===== config.mk =====
export PLATFORM = sky130hd
export DESIGN_NAME = iia_ctrl
export DESIGN_NICKNAME = d
export VERILOG_FILES = /design/src/hdl/iia_pkg.sv /design/src/hdl/iia_ctrl.sv
export SDC_FILE = /design/constraint.sdc
export NUM_CORES = 1
export LEC_CHECK = 0
export BUFFER_PORTS_ARGS = -buffer_cell sky130_fd_sc_hd__buf_2
export CORE_ASPECT_RATIO = 1.1
export CORE_MARGIN = 2
export CORE_UTILIZATION = 40
export CTS_CLUSTER_DIAMETER = 30
export DETAILED_ROUTE_END_ITERATION = 10
export GPL_TIMING_DRIVEN = 1
export PLACE_DENSITY = 0.63
export SLEW_MARGIN = 20
export SYNTH_ARGS = -nofsm -noshare
export SYNTH_HDL_FRONTEND = slang
export SYNTH_SLANG_ARGS = --single-unit

===== constraint.sdc =====
create_clock -name aclk -period 2.4 [get_ports aclk]
set_clock_uncertainty 0.1 [all_clocks]
set_input_delay 0.48 -clock aclk [delete_from_list [all_inputs] [get_ports aclk]]
set_output_delay 0.48 -clock aclk [all_outputs]
set_load 0.02 [all_outputs]

===== src/hdl/iia_pkg.sv =====
// Shared types, codes and constants of the iterative intercept aim point block.
package iia_pkg;

    localparam int MAX_ITER_DEFAULT = 16;
    localparam int SQRT_STEPS       = 34;   // root bits of a 68-bit radicand
    localparam int DIV_STEPS        = 50;   // quotient bits of distance << 16
    localparam int STEP_W           = 6;

    localparam logic [7:0] CFG_ITER = 8'd0;
    localparam logic [7:0] CFG_LEAD = 8'd1;

    localparam logic [4:0]  ITER_RESET = 5'd3;
    localparam logic [15:0] LEAD_RESET = 16'd256;

    localparam logic [1:0] STAT_OK   = 2'd0;
    localparam logic [1:0] STAT_ZERO = 2'd1;
    localparam logic [1:0] STAT_SAT  = 2'd2;

    typedef enum logic [2:0] {
        ST_IDLE,
        ST_SQ,
        ST_SQRT,
        ST_DIV,
        ST_SCALE,
        ST_OFF,
        ST_DONE
    } state_t;

    typedef struct packed {
        logic       load;
        logic       sq_en;
        logic       off_en;
        logic [1:0] idx;
        logic       sqrt_init;
        logic       sqrt_step;
        logic       div_init;
        logic       div_step;
        logic       scale;
        logic       emit;
    } cmd_t;

    typedef struct packed {
        logic       speed_zero;
        logic [4:0] iter_cfg;
        logic       out_free;
    } sts_t;

endpackage


===== src/hdl/iia_ctrl.sv =====
// Controller state machine: sequences the squares, root, division, scaling and offsets.
module iia_ctrl #(
    parameter int MAX_ITERATIONS = iia_pkg::MAX_ITER_DEFAULT
) (
    input  logic         aclk,
    input  logic         aresetn,
    input  logic         s_valid,
    output logic         s_ready,
    input  iia_pkg::sts_t sts,
    output iia_pkg::cmd_t cmd
);
    import iia_pkg::*;

    localparam int RW = $clog2(MAX_ITERATIONS + 1);

    state_t            state_reg, state_next;
    logic [STEP_W-1:0] step_reg, step_next;
    logic [RW-1:0]     round_reg, round_next;
    logic [RW-1:0]     limit_reg, limit_next;
    logic [RW-1:0]     limit_in;
    logic              accept;

    assign accept = s_valid && s_ready;

    always_comb begin
        if (int'(sts.iter_cfg) > MAX_ITERATIONS) begin
            limit_in = RW'(MAX_ITERATIONS);
        end else begin
            limit_in = RW'(sts.iter_cfg);
        end
    end

    // next state and counters
    always_comb begin
        state_next = state_reg;
        step_next  = step_reg;
        round_next = round_reg;
        limit_next = limit_reg;
        case (state_reg)
            ST_IDLE: begin
                if (accept) begin
                    limit_next = limit_in;
                    round_next = '0;
                    step_next  = '0;
                    if (sts.speed_zero || limit_in == '0) begin
                        state_next = ST_DONE;
                    end else begin
                        state_next = ST_SQ;
                    end
                end
            end
            ST_SQ: begin
                if (step_reg == STEP_W'(3)) begin
                    step_next  = '0;
                    state_next = ST_SQRT;
                end else begin
                    step_next = step_reg + 1'b1;
                end
            end
            ST_SQRT: begin
                if (step_reg == STEP_W'(SQRT_STEPS)) begin
                    step_next  = '0;
                    state_next = ST_DIV;
                end else begin
                    step_next = step_reg + 1'b1;
                end
            end
            ST_DIV: begin
                if (step_reg == STEP_W'(DIV_STEPS)) begin
                    step_next  = '0;
                    state_next = ST_SCALE;
                end else begin
                    step_next = step_reg + 1'b1;
                end
            end
            ST_SCALE: begin
                state_next = ST_OFF;
            end
            ST_OFF: begin
                if (step_reg == STEP_W'(3)) begin
                    step_next  = '0;
                    round_next = round_reg + 1'b1;
                    if (round_reg + 1'b1 == limit_reg) begin
                        state_next = ST_DONE;
                    end else begin
                        state_next = ST_SQ;
                    end
                end else begin
                    step_next = step_reg + 1'b1;
                end
            end
            ST_DONE: begin
                if (sts.out_free) begin
                    state_next = ST_IDLE;
                end
            end
            default: begin
                state_next = ST_IDLE;
            end
        endcase
    end

    // commands
    always_comb begin
        cmd       = '0;
        s_ready   = 1'b0;
        cmd.idx   = step_reg[1:0];
        case (state_reg)
            ST_IDLE:  begin
                s_ready  = 1'b1;
                cmd.load = accept;
            end
            ST_SQ:    cmd.sq_en = 1'b1;
            ST_SQRT:  begin
                cmd.sqrt_init = (step_reg == '0);
                cmd.sqrt_step = (step_reg != '0);
            end
            ST_DIV:   begin
                cmd.div_init = (step_reg == '0);
                cmd.div_step = (step_reg != '0);
            end
            ST_SCALE: cmd.scale = 1'b1;
            ST_OFF:   cmd.off_en = 1'b1;
            ST_DONE:  cmd.emit = sts.out_free;
            default:  cmd = '0;
        endcase
    end

    always_ff @(posedge aclk) begin
        if (!aresetn) begin
            state_reg <= ST_IDLE;
            step_reg  <= '0;
            round_reg <= '0;
            limit_reg <= '0;
        end else begin
            state_reg <= state_next;
            step_reg  <= step_next;
            round_reg <= round_next;
            limit_reg <= limit_next;
        end
    end

endmodule


==> results.md, run 1 <==
* Count of flip-flops with a built-in enable after synthesis at 0
* Slowest cell on crit path: sky130_fd_sc_hd__nor4_4
* Placed Instances at 222
* Power density over cell area at 847 mW/mm2
* CTS max path bufs at 2
* Effective utilization at floorplan at 42.0%
* First-pass iteration count of the detailed router at 4
* Clk pin slew, worst setup/hold paths at 0.11 ns
* Max VDD drop at 0.467 mV
* Avg Cell Area, Syn at 7.60 um2
* Half-perimeter wire length after placement at 2270 um
* Cell area after technology mapping at 0.00129 mm2
* Share of final-layout standard cells stronger than drive strength 1 at 17.2%
* Async SR Flop Fraction at 0%
* Endpoints failing hold at 0
* Overall power after layout at 1.24 mW
* Worst hold-check path type: input pin to register
* Sequential fraction of the synthesis area at 29.4%
* Quantity of I/O buffers inserted on ports at 21
* Final design utilization at around 48%
* Maximum frequency from static timing analysis at 454 MHz
* Cell type with the highest aggregate area in the netlist: sky130_fd_sc_hd__dfxtp_1
* Routing usage on met2 at 30.3%
* Number of instances in the synthesized netlist at between 150 and 200
* Total of flip-flops plus latches after synthesis at 19
* Routed length per instance at 13.4 um
* Worst setup path class: register to output port
* Pins over their slew limit at 0
* Routed Antenna Nets at 0
* Psw at 0.562 mW
* Number of top-level pins at 22
* Time the worst path needs with I/O delays and setup at 2.20 ns
* Worst setup EP type: output port
* First-pass GRT wire length at between 5000 and 6000 um
* Met3 usage at roughly 5.3%
* Clock latency reported for the late side of the worst-skew pair at about 0.30 ns
* Worst path setup slack after routing at 0.195 ns
* Vias per std cell at ~5.6
* MaxCap Viol Count at 0
* Initial antenna violation count at 0
* Switching share of power at 45.3%
* DIE HEIGHT at 63.6 um
* Num CTS Buffers at 3
* Final worst hold slack at between 0.3 and 0.4 ns
* Number of cell rows at 21
* Aggregate global-route resource usage at between 15 and 20%
* Sequential Power Share at 35.8%
* Post-detailed-placement cell area at 0.00144 mm2
* Final total negative setup slack at 0 ns
* Portion of the clock cycle consumed by the worst path in the final layout at 91.9%
* Count of unique library cells instantiated by Yosys at 42
* Buffers inserted by post-CTS timing repair at 0
* Rel. slew slack at 72.8%
* Detailed-route via count at 1260
* Most Crowded Layer GR: met2
* Core area at 0.00307 mm2
* Routability congestion estimate from global placement at about 0.83
* Signed area change from the synthesized netlist to the final layout at 13.3%
* Ordered list of cells on the worst path: nor4_4 > nand2_1 > nor3_1 > buf_2
* Area of the die at approximately 0.0037 mm2
* Sinks on Clock Net at 19
* Final #Nets at 207
* Final instance area at 0.00146 mm2
* Cts-stage hold buffer count at 0
* Clock root buffer master: sky130_fd_sc_hd__clkbuf_4
* Net Count, Synth at 184
* # H-tree levels at 1
* Quantity of gates resized following cts at 0
* Worst setup SP type: register
* Met1 demand-to-capacity share in global routing at 22.5%
* Post-layout instance count excluding filler cells at 226
* Worst endpoint required time at 1.82 ns
* Die Wd at 58.2 um
* Buffers and inverters on the worst path at 1
* Slew at the pin closest to its max-slew limit at about 0.40 ns
* Comb power frac at approximately half
* Top cells by area in the synthesized netlist: sky130_fd_sc_hd__dfxtp_1, sky130_fd_sc_hd__nand2_1, sky130_fd_sc_hd__nand3b_1, sky130_fd_sc_hd__a21oi_1, sky130_fd_sc_hd__a21boi_0
* Setup repair after global routing missed its margin: false
* # diodes at 0
* Total DRC errors in the routed layout at 0
* Delay of the slowest cell on the worst path at 0.45 ns
* Internal power at 0.678 mW
* CP delay by family, top: simple AND/OR/NAND/NOR gates
* Final setup violating endpoints at 0
* Portion of total power attributed to the clock network at a little over an eighth
* Top_reg_cell synth: sky130_fd_sc_hd__dfxtp_1
* Arrival time at the worst endpoint at 1.62 ns
* Number of global-route vias before repair at 1155
* Post-synth top area share at 29.4%
* TritonCTS clock tree: done
* Total Routed Length at 3020 um
* Number of flip-flops in the largest register at 6
* Maximum number of pins on one net before global-route repair at 19
* Run status: finished, final reports clean
* Worst slack at placement at 0.365 ns
* Static leakage power at 0.607 nW
* Largest fanout on the critical path at 7
* Number of design-rule violations left by the first detailed-router iteration at 48
* Total congestion overflow at 0
* Count of warnings emitted by yosys at 0
-- cell type report --
class / count / area (um2)
tap: 34 / 42.5
fill: 319 / 1610
timing repair buffer: 25 / 135
inverter: 10 / 37.5
clock buffer: 4 / 26.3
sequential: 19 / 382
multi-input combinational: 134 / 841
-- worst min-delay path: stages --
cell	delay [ns]
sky130_fd_sc_hd__buf_2	0.11
sky130_fd_sc_hd__nand3b_1	0.07
sky130_fd_sc_hd__a21oi_1	0.06
-- power groups by stage --
stage                     combinational [mW]  sequential, mW  clock, mW
after global routing                   0.708           0.458      0.186
after CTS                              0.640           0.441      0.171
after floorplan                        0.501           0.400          0
after detailed placement               0.636           0.449          0
final                                  0.633           0.444      0.163
after global placement                 0.628           0.444          0
-- cell usage after synthesis (5+ instances only) --
cell and count:
sky130_fd_sc_hd__nor2_1 14, sky130_fd_sc_hd__nand3b_1 8, sky130_fd_sc_hd__a21boi_0 7, sky130_fd_sc_hd__clkbuf_1 5, sky130_fd_sc_hd__o21ai_0 10, sky130_fd_sc_hd__nand3_1 8, sky130_fd_sc_hd__a21oi_1 11, sky130_fd_sc_hd__inv_1 10
sky130_fd_sc_hd__nand2_1 19, sky130_fd_sc_hd__dfxtp_1 19
-- layer usage --
layer  vias to the layer above  routed length [um]
met5                         -                   0
met4                         0                  55
met3                         4                 105
met2                        17                1500
met1                       591                1360
li1                        648                   -
-- placed cells by master (no fill, tap or decap), drive strengths merged, types with 7 or more instances in the layout --
cell    count
buf        25
nand2      19
dfxtp      19
nor2       14
a21oi      12
inv        10
o21ai      10
nand3b      8
nand3       8
a21boi      7
-- cells by family after synthesis --
family                   share of synthesized area, %
flip-flops                                       29.4
AO/OA/AOI/OAI                                    26.4
buffers and inverters                            5.52
AND/OR/NAND/NOR                                  30.7
XOR/XNOR                                         4.07
adder cells (fa/ha/maj)                          3.87
-- final timing paths --
path / from / to / slack [ns] / cells past startpoint
setup / recovery: step_reg[4] / cmd[5] / 0.20 / 4
hold / removal: sts[4] / limit_reg[3] / 0.36 / 3
setup reg to reg: step_reg[4] / state_reg[1] / 0.35 / 5
hold reg to reg: limit_reg[3] / limit_reg[3] / 0.37 / 2
Power figures use the tool's default switching activity.
==> inputs of run 2 (changes only) <==
Settings changed: PLACE_DENSITY 0.63 to 0.65.
Clock period 2.4 ns to 1.8 ns, I/O delays scaled along.
==> run 2 against run 1 <==
Effect of this change:
- the flow now finishes with violations (setup timing)
- sequential share of layout area shrank 4.8 points
- critical path depth grew 1
- combinational power grew 130%
- count of clock-buffer cells in the layout shrank 1
- global-route usage grew 3.8 points
- critical endpoint is now cmd[4]
- critical path type unchanged
- highest routed layer unchanged
- largest power group unchanged
- flip-flop and latch count is the same
==> results.md, run 2 (synthesis gave the netlist of run 1 again) <==
* Run status: finished, violations left
* Violations in the final reports: setup timing
* Initial antenna violation count at 0 (unchanged)
* Routed Antenna Nets at 0 (unchanged)
* Maximum number of pins on one net before global-route repair at 15 (-4)
* Clock latency reported for the late side of the worst-skew pair at 0.31 ns (about the same)
* Cts-stage hold buffer count at 0 (unchanged)
* Total met3 wirelength after detailed routing at 130 um (+24%)
* Last element of the critical path: cmd[4]
* Internal power at 1.29 mW (+90%)
* Number of top-level pins at 22 (unchanged)
* Aggregate global-route resource usage at 21.9% (+3.8 points)
* Register-to-Register Path Depth at 6 (+1)
* Post-detailed-placement cell area at 0.00162 mm2 (+13%)
* First-pass GRT wire length at 6420 um (+22%)
* Worst Hold Path Cells at 3 (unchanged)
* Worst endpoint required time at 1.34 ns (-0.48 ns)
* Highest signal layer in the routed design: met4
* Largest fanout on the critical path at 3 (-4)
* Length of routed wiring on met1 at 1700 um (+26%)
* Setup repair after global routing missed its margin: true
* First-pass iteration count of the detailed router at 4 (unchanged)
* Final #Nets at 241 (+16%)
* Leading cell type in the layout, fill and taps excluded: sky130_fd_sc_hd__buf_4
* Arrival time at the worst endpoint at 1.53 ns (-0.09 ns)
* Sequential Power Share at 25.6% (-10 points)
* Number of design-rule violations left by the first detailed-router iteration at 51 (+6.3%)
* Final worst hold slack at 0.228 ns (-0.128 ns)
* TritonCTS clock tree: done
* Pins over their slew limit at 0 (unchanged)
* Final setup violating endpoints at 14 (+14)
* Origin of the critical flop-to-flop path: step_reg[2]
* Clk pin slew, worst setup/hold paths at 0.12 ns (about the same)
* Overall power after layout at 2.25 mW (+82%)
* CTS max path bufs at 2 (unchanged)
* Endpoints failing hold at 0 (unchanged)
* Switching share of power at 42.7% (-2.6 points)
* Worst-case register-to-register setup slack at -0.12 ns (-0.47 ns)
* Final instance area at 0.00193 mm2 (+32%)
* Worst setup EP type: output port
* Worst path setup slack after routing at -0.189 ns (-0.384 ns)
* # diodes at 0 (unchanged)
* Final total negative setup slack at -1.04 ns (-1.04 ns)
* Worst hold-check path type: input pin to register
* Routed length per instance at 15.3 um (+14%)
* Routability congestion estimate from global placement at 0.858 (+4.0%)
* Effective utilization at floorplan at 42.0% (unchanged)
* Share of final-layout standard cells stronger than drive strength 1 at 46.0% (+29 points)
* Half-perimeter wire length after placement at 2750 um (+21%)
* Area of the die at 0.00370 mm2 (unchanged)
* Num CTS Buffers at 3 (unchanged)
* Worst setup SP type: register
* Signed area change from the synthesized netlist to the final layout at 49.6%
* Most frequent cells in the layout: sky130_fd_sc_hd__buf_4, sky130_fd_sc_hd__nand2_1, sky130_fd_sc_hd__buf_2, sky130_fd_sc_hd__nor2_1, sky130_fd_sc_hd__buf_6
* Number of global-route vias before repair at 1448 (+25%)
* Quantity of I/O buffers inserted on ports at 21 (unchanged)
* Sinks on Clock Net at 19 (unchanged)
* Number of cell rows at 21 (unchanged)
* Clock root buffer master: sky130_fd_sc_hd__clkbuf_4
* Total DRC errors in the routed layout at 0 (unchanged)
* Routed length on met2 at 2080 um (+38%)
* Total congestion overflow at 0 (unchanged)
* Comb power frac at 63.7% (+13 points)
* Vias per std cell at 5.61 (+0.58%)
* Portion of total power attributed to the clock network at 10.7% (-2.5 points)
* Time the worst path needs with I/O delays and setup at 1.99 ns
* Portion of the clock cycle consumed by the worst path in the final layout at 110%
* Maximum frequency from static timing analysis at 503 MHz
* R2r endpoint: state_reg[1]
* DIE HEIGHT at 63.6 um (unchanged)
* Core area at 0.00307 mm2 (unchanged)
* # H-tree levels at 1 (unchanged)
* Total Routed Length at 3970 um (+31%)
* Static leakage power at 0.804 nW (+33%)
* Final design utilization at 62.9% (+15 points)
* Max VDD drop at 0.863 mV (+85%)
* Rel. slew slack at 78.9% (+6.1 points)
* Slew at the pin closest to its max-slew limit at 0.313 ns (-0.0922 ns)
* Detailed-route via count at 1458 (+16%)
* Power density over cell area at 1160 mW/mm2 (+38%)
* Launch point of the worst path: step_reg[0]
* Psw at 0.962 mW (+71%)
* Number of flip-flops in the largest register at 6 (unchanged)
* MaxCap Viol Count at 0 (unchanged)
* Worst setup path class: register to output port
* Die Wd at 58.2 um (unchanged)
[run 2: changes by cell type in the layout (fill, tap and decap cells not counted), sizes merged]
cell / before / now
buf: 25 / 59
clkbuf: 4 / 3
clkinvlp: 0 / 1
[run 2: worst max-delay path, cell delays in order, from the launching register on]
cell and delay, ns:
sky130_fd_sc_hd__dfxtp_2 0.37, sky130_fd_sc_hd__inv_2 0.04, sky130_fd_sc_hd__buf_4 0.12, sky130_fd_sc_hd__ha_1 0.22, sky130_fd_sc_hd__a211oi_1 0.27, sky130_fd_sc_hd__buf_4 0.20
[run 2: layer usage]
metal / vias up / global-route usage, %
li1: 726 / -
met1: 697 / 26.2
met2: 27 / 38.6
met4: 0 / 8.72
met3: 8 / 2.87
met5: - / 0
[run 2: power groups by stage]
stage / registers [mW] / logic (mW) / clock network [mW]
6_report: 0.577 / 1.43 / 0.240
5_1_grt: 0.590 / 1.54 / 0.265
4_1_cts: 0.565 / 1.28 / 0.244
3_5_place_dp: 0.579 / 1.05 / 0
3_3_place_gp: 0.574 / 1.02 / 0
2_1_floorplan: 0.540 / 0.695 / 0
[run 2: area by class of cell]
| cell class | instances | area (um2) |
|---|---|---|
| repair buffers | 59 | 457 |
| inverters | 10 | 37.5 |
| well taps | 34 | 42.5 |
| fillers | 264 | 1140 |
| clock buffers | 3 | 22.5 |
| clock inverters | 1 | 7.51 |
| flip-flops and latches | 19 | 410 |
| multi-input cells | 134 | 956 |
[run 2: what timing repair did]
item                       CTS  global route
gates resized for setup     40            28
gates cloned                 1             0
pin swaps                   16            10
buffers inserted             8             3
setup endpoints to repair   20            22
[run 2: how the worst min path moves through the flow]
stage | from | endpoint | slack, ns
after global placement | limit_reg[3] | limit_reg[3] | 0.36
after detailed placement | limit_reg[3] | limit_reg[3] | 0.36
after floorplan | limit_reg[3] | limit_reg[3] | 0.35
final | sts[3] | limit_reg[2] | 0.23
after global routing | sts[4] | limit_reg[3] | 0.22
after CTS | sts[4] | limit_reg[3] | 0.21
[run 2: through the flow]
stage,worst slack [ns],std cells
final,-0.189,260
after global routing,-0.245,260
after CTS,-0.188,257
after detailed placement,-0.117,244
after global placement,-0.0367,244
after floorplan,-0.0619,170
==> inputs of run 3 (changes only) <==
Settings changed: ABC_AREA from default to 1, PLACE_DENSITY 0.65 to 0.66.
==> run 3 against run 2 <==
Effect of this change:
- the run now ends clean
- total power is 5.7% higher
- sequential share of layout area is 2.9 points higher
- die area is 1.5% lower
- core utilization is 8.2 points lower
- non-clock buffer count is 26 lower
- count of clock-buffer cells in the layout stayed put
- critical endpoint is now cmd[5]
- largest cell class unchanged
==> results.md, run 3 <==
* Run status: finished, final reports clean
* Worst setup EP type: output port
* Sinks on Clock Net at 19 (unchanged)
* Cts-stage hold buffer count at 0 (unchanged)
* Routed Antenna Nets at 0 (unchanged)
* Area of the multi-input gates at 836 um2 (-13%)
* Number of flip-flops in the largest register at 6 (unchanged)
* Number of top-level pins at 22 (unchanged)
* Share of final-layout standard cells stronger than drive strength 1 at 36.8% (-9.2 points)
* Number of design-rule violations left by the first detailed-router iteration at 36 (-29%)
* # diodes at 0 (unchanged)
* MaxCap Viol Count at 0 (unchanged)
* Top_reg_cell synth: sky130_fd_sc_hd__dfxtp_1
* First-pass GRT wire length at 4900 um (-24%)
* Portion of total power attributed to the clock network at 10.1% (-0.6 points)
* Post-synth top area share at 29.9% (+0.49 points)
* Clock root buffer master: sky130_fd_sc_hd__clkbuf_4
* Count of filler cells inserted in the layout at 300 (+14%)
* Sequential Power Share at 27.6% (+2.0 points)
* Power density over cell area at 1430 mW/mm2 (+23%)
* CTS max path bufs at 2 (unchanged)
* Post-layout instance count excluding filler cells at 257 (-1.2%)
* Worst endpoint required time at 1.34 ns (about the same)
* Largest fanout on the critical path at 4 (+1)
* Worst setup path class: register to output port
* Internal power at 1.22 mW (-5.7%)
* Total DRC errors in the routed layout at 0 (unchanged)
* Psw at 1.16 mW (+21%)
* Clock latency reported for the late side of the worst-skew pair at 0.32 ns (about the same)
* Total Routed Length at 3340 um (-16%)
* Dominant cell by count in the synthesized netlist: sky130_fd_sc_hd__nand2_1
* Num CTS Buffers at 3 (unchanged)
* Worst Hold Path Cells at 3 (unchanged)
* Final #Nets at 238 (-1.2%)
* Count of warnings emitted by yosys at 0 (unchanged)
* R2r endpoint: state_reg[1]
* Aggregate global-route resource usage at 17.1% (-4.8 points)
* Switching share of power at 48.9% (+6.2 points)
* Time the worst path needs with I/O delays and setup at 1.79 ns (-0.200 ns)
* Net Count, Synth at 201 (+9.2%)
* Number of instances in the synthesized netlist at 187 (+10%)
* Origin of the critical flop-to-flop path: step_reg[0]
* Cell area after technology mapping at 0.00127 mm2 (-1.6%)
* Maximum number of pins on one net before global-route repair at 15 (unchanged)
* Sequential fraction of the synthesis area at 29.9% (+0.49 points)
* Endpoints failing hold at 0 (unchanged)
* Max VDD drop at 0.916 mV (+6.1%)
* Async SR Flop Fraction at 0% (unchanged)
* DIE HEIGHT at 63.1 um (-0.78%)
* Origin of the worst min-delay path: aresetn
* Setup repair after global routing missed its margin: true
* Avg Cell Area, Syn at 6.80 um2 (-11%)
* Pins over their slew limit at 0 (unchanged)
* Quantity of I/O buffers inserted on ports at 21 (unchanged)
* Leading cell type in the layout, fill and taps excluded: sky130_fd_sc_hd__nand2_1
* TritonCTS clock tree: done
* Maximum frequency from static timing analysis at 559 MHz (+11%)
* Core area at 0.00305 mm2 (-0.85%)
* Hold Crit Endpoint: round_reg[1]
* Routability congestion estimate from global placement at 0.795 (-7.4%)
* Vias per std cell at 5.17 (-7.8%)
* Worst setup SP type: register
* Placed Instances at 245 (+0.41%)
* Cell type with the highest aggregate area in the netlist: sky130_fd_sc_hd__dfxtp_1
* Initial antenna violation count at 0 (unchanged)
* Worst hold-check path type: input pin to register
* Slew at the pin closest to its max-slew limit at 0.320 ns (+0.00707 ns)
* Die Wd at 57.8 um (-0.77%)
* Count of unique library cells instantiated by Yosys at 31 (-26%)
* Effective utilization at floorplan at 41.7% (-0.34 points)
* Final total negative setup slack at 0 ns (+1.04 ns)
* Register-to-Register Path Depth at 11 (+5)
* Comb power frac at 62.2% (-1.5 points)
* Final setup violating endpoints at 0 (-14)
* Most frequent cells in the layout: sky130_fd_sc_hd__nand2_1, sky130_fd_sc_hd__inv_1, sky130_fd_sc_hd__buf_2, sky130_fd_sc_hd__buf_4, sky130_fd_sc_hd__nor2_1
* Clk pin slew, worst setup/hold paths at 0.13 ns (about the same)
* Signed area change from the synthesized netlist to the final layout at 31.2%
* Portion of the clock cycle consumed by the worst path in the final layout at 99.4% (-11 points)
* First-pass iteration count of the detailed router at 4 (unchanged)
* Number of cell rows at 21 (unchanged)
* Detailed-route via count at 1329 (-8.8%)
* Sequential cell area at 403 um2 (-1.8%)
* Commonest cells in the synthesized netlist: sky130_fd_sc_hd__nand2_1, sky130_fd_sc_hd__inv_1, sky130_fd_sc_hd__dfxtp_1
* Number of global-route vias before repair at 1127 (-22%)
* Total of flip-flops plus latches after synthesis at 19 (unchanged)
* Rel. slew slack at 78.5% (-0.41 points)
* Count of flip-flops with a built-in enable after synthesis at 0 (unchanged)
* Static leakage power at 0.746 nW (-7.2%)
* Worst-case register-to-register setup slack at 0.05 ns (+0.17 ns)
* Half-perimeter wire length after placement at 2180 um (-21%)
* Routed length per instance at 13.0 um (-15%)
* Arrival time at the worst endpoint at 1.33 ns (-0.20 ns)
* Top cells by area in the synthesized netlist: sky130_fd_sc_hd__dfxtp_1, sky130_fd_sc_hd__nand2_1, sky130_fd_sc_hd__inv_1, sky130_fd_sc_hd__nor2_4, sky130_fd_sc_hd__nor2_1
* Area of the die at 0.00365 mm2 (-1.5%)
* Total congestion overflow at 0 (unchanged)
* # H-tree levels at 1 (unchanged)
## run 3: changes by cell type after synthesis, moves of 7 or more
cell                       before  now
sky130_fd_sc_hd__nand2_1       19   41
sky130_fd_sc_hd__inv_1         10   25
sky130_fd_sc_hd__inv_2          0    8
sky130_fd_sc_hd__a21boi_0       7    0
sky130_fd_sc_hd__nand3b_1       8    1
sky130_fd_sc_hd__nor2_4         0    7
sky130_fd_sc_hd__o21ai_0       10    3
## run 3: metal layers
metal  wire length (um)  up-vias  GRT usage (%)
li1                   -      687              -
met1               1510      613           22.7
met2               1690       24           27.3
met3                 87        5           2.67
met4                 50        0           6.98
met5                  0        -              0
## run 3: cell families (layout without fill, tap and decap cells)
logic type	Yosys count	in the layout	synth area share, %
adders and majority gates	4	4	3.94
and+or+nand+nor	91	91	35.4
DFF	19	19	29.9
buffers and inverters	36	72	10.7
AOI/OAI and AO/OA	36	36	19.3
xor gates and xnor gates	1	1	0.689
## run 3: layout make-up
cell class              count  share of cell area [%]
repair buffers             33                    13.1
inverters                  35                    8.25
multi-input cells         132                    50.1
clock inverters             1                   0.450
well taps                  34                    2.55
flip-flops and latches     19                    24.2
clock buffers               3                    1.35
## run 3: worst max-delay path by stage
stage,from,end,slack (ns),depth (start not counted)
after floorplan,step_reg[0],cmd[3],0.20,4
after global placement,round_reg[0],state_reg[0],0.14,12
after detailed placement,round_reg[0],state_reg[1],0.13,11
after CTS,step_reg[0],cmd[3],-0.02,5
after global routing,state_reg[1],cmd[10],-0.05,6
final,state_reg[2],cmd[5],0.01,6
## run 3: power by group through the flow
stage | clock network [mW] | registers (mW) | logic (mW)
3_5_place_dp | 0 | 0.623 | 1.18
2_1_floorplan | 0 | 0.604 | 0.916
3_3_place_gp | 0 | 0.625 | 1.17
4_1_cts | 0.238 | 0.629 | 1.24
5_1_grt | 0.265 | 0.671 | 1.63
6_report | 0.241 | 0.658 | 1.48
## run 3: timing repair
action / in CTS / in global routing
gates resized for setup: 12 / 31
pin swaps: 1 / 5
endpoints found under the hold margin: 0 / 0
setup buffers: 2 / 6
endpoints found under the setup margin: 9 / 13
## run 3: through the flow
stage	power [mW]	instance area [um2]	setup WS (ns)	util [%]	hold slack, ns
floorplan	1.52	1270	0.202	-	0.352
global placement	1.79	1450	0.145	47.4	0.377
detailed placement	1.80	1450	0.127	47.4	0.381
CTS	2.11	1520	-0.0190	49.8	0.167
global route	2.56	1670	-0.0546	54.7	0.167
finish	2.38	1670	0.0107	54.7	0.162
## run 3: critical path: stages (launching register included)
cell and delay [ns]:
sky130_fd_sc_hd__dfxtp_4 0.38, sky130_fd_sc_hd__inv_2 0.09, sky130_fd_sc_hd__nand2_4 0.08, sky130_fd_sc_hd__nor2_4 0.14
sky130_fd_sc_hd__inv_2 0.08, sky130_fd_sc_hd__nor2_2 0.11, sky130_fd_sc_hd__buf_6 0.13
